## src/rtl/core/ccr_pkg.sv

```systemverilog
// shared types, constants and helpers of the closed catmull-rom evaluator
// no dependencies; imported by every module of the block
package ccr_pkg;

  localparam int PARAM_W     = 24;  // width of the curve parameter field
  localparam int COORD_W     = 32;
  localparam int ACC_W       = 38;  // holds every blend term and partial result
  localparam int QUEUE_DEPTH = 2;

  localparam logic [4:0] POINT_COUNT_RST = 5'd4;
  localparam logic       REG_POINT_COUNT = 1'b0;

  localparam logic REQ_LOAD = 1'b0;
  localparam logic REQ_EVAL = 1'b1;

  // lane schedule: product of one step is rounded in the next
  localparam logic [2:0] STEP_MUL_A  = 3'd0;
  localparam logic [2:0] STEP_MUL_A3 = 3'd1;
  localparam logic [2:0] STEP_MUL_S1 = 3'd2;
  localparam logic [2:0] STEP_MUL_U1 = 3'd3;
  localparam logic [2:0] STEP_MUL_S2 = 3'd4;
  localparam logic [2:0] STEP_LAST   = 3'd5;

  typedef struct packed {
    logic                      req_type;
    logic [3:0]                point_index;
    logic signed [COORD_W-1:0] coord_x;
    logic signed [COORD_W-1:0] coord_y;
    logic signed [COORD_W-1:0] coord_z;
    logic [PARAM_W-1:0]        curve_param;
  } in_item_t;

  typedef struct packed {
    logic signed [COORD_W-1:0] pos_x;
    logic signed [COORD_W-1:0] pos_y;
    logic signed [COORD_W-1:0] pos_z;
    logic signed [COORD_W-1:0] tan_x;
    logic signed [COORD_W-1:0] tan_y;
    logic signed [COORD_W-1:0] tan_z;
  } out_item_t;

  typedef struct packed {
    logic signed [COORD_W-1:0] x;
    logic signed [COORD_W-1:0] y;
    logic signed [COORD_W-1:0] z;
  } point_t;

  typedef struct packed {
    logic       load;
    logic       run;
    logic [2:0] step;
  } lane_ctl_t;

  // (v + 1) >> 1, then clamp to the 32-bit signed range
  function automatic logic signed [COORD_W-1:0] half_sat(input logic signed [ACC_W-1:0] v);
    logic signed [ACC_W-1:0] t;
    t = (v + ACC_W'(1)) >>> 1;
    if ((&t[ACC_W-1:COORD_W-1]) || !(|t[ACC_W-1:COORD_W-1])) begin
      return t[COORD_W-1:0];
    end else if (t[ACC_W-1]) begin
      return {1'b1, {(COORD_W-1){1'b0}}};
    end else begin
      return {1'b0, {(COORD_W-1){1'b1}}};
    end
  endfunction

endpackage

```

## src/rtl/core/ccr_queue.sv

```systemverilog
// two-entry queue between the front and back parts
// depends on ccr_pkg for the depth
module ccr_queue
  import ccr_pkg::*;
#(
  parameter int WIDTH = 129
) (
  input  logic             clk,
  input  logic             rst_n,
  input  logic             push,
  input  logic [WIDTH-1:0] wdata,
  input  logic             pop,
  output logic [WIDTH-1:0] rdata,
  output logic             full,
  output logic             empty
);

  localparam int PTR_W = (QUEUE_DEPTH > 1) ? $clog2(QUEUE_DEPTH) : 1;
  localparam int CNT_W = $clog2(QUEUE_DEPTH + 1);

  logic [WIDTH-1:0] slot_r [QUEUE_DEPTH];
  logic [PTR_W-1:0] wr_ptr_r, rd_ptr_r;
  logic [CNT_W-1:0] count_r;

  function automatic logic [PTR_W-1:0] ptr_inc(input logic [PTR_W-1:0] p);
    return (p == PTR_W'(QUEUE_DEPTH - 1)) ? '0 : p + PTR_W'(1);
  endfunction

  assign full  = (count_r == CNT_W'(QUEUE_DEPTH));
  assign empty = (count_r == '0);
  assign rdata = slot_r[rd_ptr_r];

  always_ff @(posedge clk) begin
    if (push) begin
      slot_r[wr_ptr_r] <= wdata;
    end
  end

  always_ff @(posedge clk) begin
    if (!rst_n) begin
      wr_ptr_r <= '0;
      rd_ptr_r <= '0;
      count_r  <= '0;
    end else begin
      if (push) wr_ptr_r <= ptr_inc(wr_ptr_r);
      if (pop)  rd_ptr_r <= ptr_inc(rd_ptr_r);
      if (push && !pop) begin
        count_r <= count_r + CNT_W'(1);
      end else if (pop && !push) begin
        count_r <= count_r - CNT_W'(1);
      end
    end
  end

  a_no_overflow: assert property (@(posedge clk) disable iff (!rst_n) !(push && full && !pop))
    else $error("queue written while full");
  a_no_underflow: assert property (@(posedge clk) disable iff (!rst_n) !(pop && empty))
    else $error("queue read while empty");
  a_count_bound: assert property (@(posedge clk) disable iff (!rst_n)
    (count_r <= CNT_W'(QUEUE_DEPTH)))
    else $error("queue count out of range");

endmodule

```

## config.mk

```make
export PLATFORM = sky130hd
export DESIGN_NAME = ccr_queue
export DESIGN_NICKNAME = d
export VERILOG_FILES = /design/src/rtl/core/ccr_pkg.sv /design/src/rtl/core/ccr_queue.sv
export SDC_FILE = /design/constraint.sdc
export NUM_CORES = 1
export LEC_CHECK = 0
export BUFFER_PORTS_ARGS = -buffer_cell sky130_fd_sc_hd__buf_2
export CORE_AREA = 5 5 142 144
export CTS_CLUSTER_DIAMETER = 30
export DETAILED_ROUTE_END_ITERATION = 8
export DIE_AREA = 0 0 147 149
export PLACE_DENSITY = 0.79
export SLEW_MARGIN = 20
export SYNTH_ARGS = -nofsm -noshare
export SYNTH_HDL_FRONTEND = slang
export SYNTH_SLANG_ARGS = --single-unit
```

## constraint.sdc

```tcl
create_clock -name clk -period 9.5 [get_ports clk]
set_input_delay 0 -clock clk [delete_from_list [all_inputs] [get_ports clk]]
set_output_delay 0 -clock clk [all_outputs]
set_load 0.02 [all_outputs]
```

==> out/summary.txt, run 1 <==
Final setup fails = 0
Hold endpoint = slot_r[1][128]
WL/cell = 19.45 um
Number of synthesized flops with an enable pin = 258
Post-Route WL = 21.84 mm
# fillers = 1031
Total power = 0.003271 W
Gp weighted congestion = 0.7269
Root Buffer = clkbuf_16
Pwr/cell area = 235.7 nW/um^2
DR iter-0 viols = 299
Tot GR Track Use = 19.56%
R2r endpoint = slot_r[1][33]
Syn avg cell area = 22.63 um^2
Hold path cells = 2
Mapped cell area = 9570 um^2
Worst path max stage delay = 0.87 ns
Distinct cell type count after synthesis = 17
I/O pins = 264
Die H = 149 um
HP Start = wdata[128]
Worst r2r src = wr_ptr_r
Multi-input logic area = 1578 um^2
Final routed DRC violation total = 0
Final hold vios = 0
Cell row count = 50
Vias = 5552
Largest fanout on the critical path = 68
Worst-path clk slew = 0.05 ns
Largest net degree at the start of global routing = 71
Core area = 18580 um^2
Chip width = 147 um
Setup TNS = 0 ns
CTS tree = yes
Synth async-reset ratio = 0%
IO buf count = 263
Final worst path period share = 30.31%
CTS Buffer Depth = 3
Worst reg2reg path depth = 2
Syn nets = 557
Register bit total from synthesis = 263
First-pass GRT wire length = 33.35 mm
Synthesized netlist cell count = 423
Synth warn = 0
Slew margin rel. = 36.34%
Number of routed nets with antenna violations = 0
Initial Utilization = 51.51%
H-tree Lvls = 2
Unrepaired setup endpoints after global routing = false
TritonCTS buffer count = 44
Clock sinks = 263
R2r setup slk = 7.09 ns
CP bufs+invs = 2
Final Max Tran Viols = 0
Initial antenna violation count = 1
HPWL after detailed placement = 12.60 mm
Seq/Total Area, Yosys = 82.00%
Skew final = 0.01340 ns
Worst vdd ir = 0.1391 mV
Critical path class = flip-flop to primary output
Grt ovf = 0
F_max = 347.3 MHz
Share of cells above drive strength 1 = 52.59%
Clk Latency, worst-skew pair = 0.50 ns
DR pass1 iterations = 4
Critical path's top delay family = buffers and inverters
Die ar. = 21900 um^2
Leakage = 5.339 nW
NumNets Final = 988
Sequential Area = 7851 um^2
Slew @ Worst Pin = 0.9549 ns
CP cell instances = buf_4 -> mux2_2 -> buf_2
Slowest CP cell = dfxtp_4
Arr. time, crit path = 2.88 ns
Ys flop type = edfxtp_1
Critical path endpoint category = primary output
Max Cap Viol = 0
Vias per cell = 4.944
Area Growth Syn to Fin = 45.04%
Worst min-delay path category = input port to flip-flop
CP required = 9.50 ns
Outcome = finished clean
Post-route minimum period = 2.879 ns
Vias in the first global route = 6278
Worst Setup Start Kind = flip-flop
-- where the power goes --
part	internal (W)	switching (W)	leakage, nW
sequential	0.00135	0.0000254	2.46
clock	0.00105	0.000506	0.723
combinational	0.000155	0.000186	2.15
-- worst max path at each step --
stage	cells after the start	start	to	slack, ns
after floorplan	1	wr_ptr_r	slot_r[0][0]	2.86
after global placement	3	flip-flop	rdata[102]	7.12
after detailed placement	3	flip-flop	rdata[44]	7.07
after CTS	3	flip-flop	rdata[44]	6.55
after global routing	3	flip-flop	rdata[123]	6.45
final	3	flip-flop	rdata[100]	6.62
-- flip-flops by register name (all words and copies together), names as in the netlist, named ones only --
name      cells
count_r       2
rd_ptr_r      1
wr_ptr_r      1
slot_r      258
-- through the flow --
step,util [%],cells,cell area (um^2),worst slack [ns],hold slack (ns)
2_1_floorplan,-,423,9570,2.856,0.09887
3_3_place_gp,59.59,910,11070,7.116,0.1874
3_5_place_dp,59.59,910,11070,7.070,0.1911
4_1_cts,74.69,1122,13880,6.547,0.1939
5_1_grt,74.71,1123,13880,6.451,0.1932
6_report,74.71,1123,13880,6.621,0.2129
-- cell families (layout without fill, tap and decap cells) --
family,Yosys count,count (layout),synth area share [%]
AO/OA/AOI/OAI,3,3,0.2092
XOR/XNOR,3,3,0.2746
adder cells (fa/ha/maj),1,1,0.1307
buffers and inverters,15,480,1.621
flip-flops,263,263,82.00
multiplexers,129,129,15.18
other,0,1,0
AND/OR/NAND/NOR,9,9,0.5883
-- metal layers --
layer	vias up	share of wire, %	GRT usage, %
li1	2563	-	-
met1	2679	38	21.88
met2	260	52	35.08
met3	50	7.6	6.563
met4	0	2.7	6.943
met5	-	0	0
-- layout make-up --
cell class / instances / share of cell area [%]
Clock buffer: 50 / 8.248
Sequential cell: 263 / 56.56
Antenna cell: 1 / 0.01803
Clock inverter: 30 / 2.452
Multi-Input combinational cell: 145 / 11.37
Timing Repair Buffer: 399 / 19.22
Tap cell: 234 / 2.109
Inverter: 1 / 0.02704
-- layout by cell type, fill, tap and decap left out, types with 2 or more instances in the layout --
cell / n
edfxtp_1: 258
dlygate4sd3_1: 132
clkbuf_16: 45
and2_1: 3
clkbuf_1: 5
buf_2: 263
clkinv_1: 8
clkinvlp_4: 3
mux2_2: 129
inv_6: 2
dfxtp_1: 4
xor2_1: 2
bufinv_16: 7
buf_4: 4
clkinv_2: 8
-- what timing repair did --
item / in CTS / in global routing
endpoints found under the setup margin: 0 / 0
hold buffers: 132 / 0
resized for setup: 0 / 0
setup buffers: 0 / 0
endpoints found under the hold margin: 263 / 0
-- synth_stat cells, drive strengths merged, types with 2 or more instances --
cell / instances / area (um^2)
and2: 4 / 25.02
buf: 14 / 151.4
dfxtp: 5 / 100.1
edfxtp: 258 / 7747
mux2: 129 / 1453
nor2b: 2 / 12.51
xor2: 2 / 17.52
No activity file was read; power rests on OpenSTA's default activity.
==> run 2, diff against run 1 <==
--- a/config.mk
+++ b/config.mk
@@ -6,11 +6,11 @@
 export NUM_CORES = 1
 export LEC_CHECK = 0
 export BUFFER_PORTS_ARGS = -buffer_cell sky130_fd_sc_hd__buf_2
-export CORE_AREA = 5 5 142 144
+export CORE_AREA = 5 5 149 151
 export CTS_CLUSTER_DIAMETER = 30
 export DETAILED_ROUTE_END_ITERATION = 8
-export DIE_AREA = 0 0 147 149
-export PLACE_DENSITY = 0.79
+export DIE_AREA = 0 0 154 156
+export PLACE_DENSITY = 0.75
 export SLEW_MARGIN = 20
 export SYNTH_ARGS = -nofsm -noshare
 export SYNTH_HDL_FRONTEND = slang
==> constraint.sdc (replaced) <==
create_clock -name clk -period 2.4 [get_ports clk]
set_input_delay 0 -clock clk [delete_from_list [all_inputs] [get_ports clk]]
set_output_delay 0 -clock clk [all_outputs]
set_load 0.02 [all_outputs]
==> run 2 against run 1 <==
Against the previous run:
- cell area shrank 0.82%
- sequential cell count is the same
- critical path depth is the same
- combinational power increased to 4.1 times the previous value
==> out/summary.txt, run 2 (synthesis results as in run 1) <==
Outcome = finished clean
Unrepaired setup endpoints after global routing = false
Die ar. = 24020 um^2 (+9.7%)
Pwr/cell area = 872.5 nW/um^2 (+270%)
Clock share of power = 43.6% (-4.1 points)
Worst path depth = 3 (unchanged)
Logic gate share of total power = 11.6% (+1.2 points)
DR pass1 iterations = 4 (unchanged)
DP Worst Slack = 0.9259 ns (-6.144 ns)
Critical Path Sink = rdata[60]
Chip width = 154 um (+4.8%)
Vias = 5497 (-0.99%)
NumNets Final = 986 (-0.20%)
F_max = 559.5 MHz
Vias per cell = 4.743 (-4.1%)
Slew @ Worst Pin = 0.8241 ns (-0.1308 ns)
Total power = 0.01201 W (+270%)
Commonest non-fill, non-tap cell in the layout = buf_2
R2r endpoint = wr_ptr_r
Slowest CP cell = mux2_2
Top Registers = slot_r: 258 flops, count_r: 2 flops
I/O pins = 264 (unchanged)
Sw Ratio = 23.38% (+1.4 points)
Gp weighted congestion = 0.7629 (+5.0%)
Root Buffer = clkbuf_16
Skew final = 0.01116 ns (-0.002241 ns)
Worst path max stage delay = 0.41 ns (-0.46 ns)
Area Growth Syn to Fin = 43.85%
HP Start = push
Largest net degree at the start of global routing = 130 (+83%)
Hold Slack = 0.06239 ns (-0.1505 ns)
Internal Power = 0.009203 W (+260%)
HPWL after detailed placement = 12.04 mm (-4.4%)
Number of routed nets with antenna violations = 0 (unchanged)
Share of cells above drive strength 1 = 52.83% (+0.24 points)
Sequential Area = 7853 um^2 (about the same)
Tot GR Track Use = 17.03% (-2.5 points)
IO buf count = 263 (unchanged)
Worst Setup Start Kind = flip-flop
Clock sinks = 263 (unchanged)
Cell row count = 53 (+6.0%)
# fillers = 1318 (+28%)
Clk Latency, worst-skew pair = 0.50 ns (about the same)
CTS tree = yes
WL/cell = 17.95 um (-7.7%)
Final routed DRC violation total = 0 (unchanged)
Most frequent cells in the layout = buf_2, edfxtp_1, dlygate4sd3_1
Largest fanout on the critical path = 64 (-5.9%)
Largest register FFs = 258 (unchanged)
Critical path endpoint category = primary output
Initial Utilization = 46.26% (-5.3 points)
Final worst slack = 0.6127 ns (-6.008 ns)
Flop pwr share = 44.8% (+2.9 points)
Worst reg2reg path depth = 4 (+2)
Final Max Tran Viols = 0 (unchanged)
R2r setup slk = 0.72 ns (-6.37 ns)
Worst r2r src = wr_ptr_r
Arr. time, crit path = 1.79 ns (-1.09 ns)
H-tree Lvls = 2 (unchanged)
Worst-path clk slew = 0.04 ns (about the same)
Vias in the first global route = 6264 (-0.22%)
CP cell instances = buf_12 -> mux2_2 -> buf_2
Final worst path period share = 74.47%
Critical path's top delay family = buffers and inverters
Core area = 20690 um^2 (+11%)
CTS Buffer Depth = 3 (unchanged)
Leakage = 5.238 nW (-1.9%)
Max Cap Viol = 0 (unchanged)
Initial antenna violation count = 0 (-1)
DR iter-0 viols = 238 (-20%)
CP required = 2.40 ns (-7.10 ns)
CP bufs+invs = 2 (unchanged)
Net switching power = 0.002808 W (+290%)
TritonCTS buffer count = 41 (-6.8%)
First-pass GRT wire length = 32.58 mm (-2.3%)
Post-Route WL = 20.81 mm (-4.7%)
Multi-input logic area = 1578 um^2 (unchanged)
Post-route minimum period = 1.787 ns
Worst min-delay path category = input port to flip-flop
Worst vdd ir = 0.6601 mV (+370%)
Final setup fails = 0 (unchanged)
Die H = 156 um (+4.7%)
Grt ovf = 0 (unchanged)
Slew margin rel. = 45.06% (+8.7 points)
Critical path class = flip-flop to primary output
Final hold vios = 0 (unchanged)
Top reg by flops = slot_r
Post-CTS Setup Inserts = 0 (unchanged)
==> run 2: routing by layer <==
layer / part of all wire [%] / GRT usage, %
met1: 37 / 19.15
met2: 53 / 30.99
met3: 7.5 / 5.326
met4: 2.1 / 5.425
met5: 0 / 0
==> run 2: layout make-up <==
cell class / instances / share of cell area, %
flip-flops and latches: 263 / 57.04
repair buffers: 400 / 19.89
multi-input cells: 145 / 11.46
clock buffers: 44 / 7.534
well taps: 275 / 2.499
clock inverters: 29 / 1.518
diodes: 2 / 0.03635
inverters: 1 / 0.02727
==> run 2: how the worst min path moves through the flow <==
stage | end | cells past startpoint
3_3_place_gp | slot_r[0][122] | 1
5_1_grt | count_r[1] | 4
6_report | count_r[1] | 4
2_1_floorplan | slot_r[0][0] | 0
4_1_cts | count_r[1] | 4
3_5_place_dp | slot_r[0][11] | 1
==> run 2: repair_timing <==
action | CTS | global route
endpoints found under the setup margin | 0 | 0
resized for setup | 0 | 0
hold buffers | 132 | 0
hold endpoints to repair | 263 | 0
==> run 2: worst min-delay path, stage by stage <==
cell      delay [ns]
buf_2           0.12
ha_1            0.19
or3_1           0.13
a21boi_1        0.06
==> run 2: power by group through the flow <==
stage | clock network (W) | registers [W] | logic, W
2_1_floorplan | 0 | 0.00545 | 0.000788
3_3_place_gp | 0 | 0.00545 | 0.00119
3_5_place_dp | 0 | 0.00547 | 0.00121
4_1_cts | 0.00532 | 0.00538 | 0.00139
5_1_grt | 0.00559 | 0.00540 | 0.00149
6_report | 0.00524 | 0.00538 | 0.00139
==> run 2: through the flow <==
step                cell area, um^2  util [%]  setup TNS [ns]  cells
floorplan                      9580         -          -33.91    423
global placement              11190     54.11               0    952
detailed placement            11190     54.11               0    952
CTS                           13760     66.52               0   1157
global route                  13760     66.52               0   1157
finish                        13770     66.54               0   1159
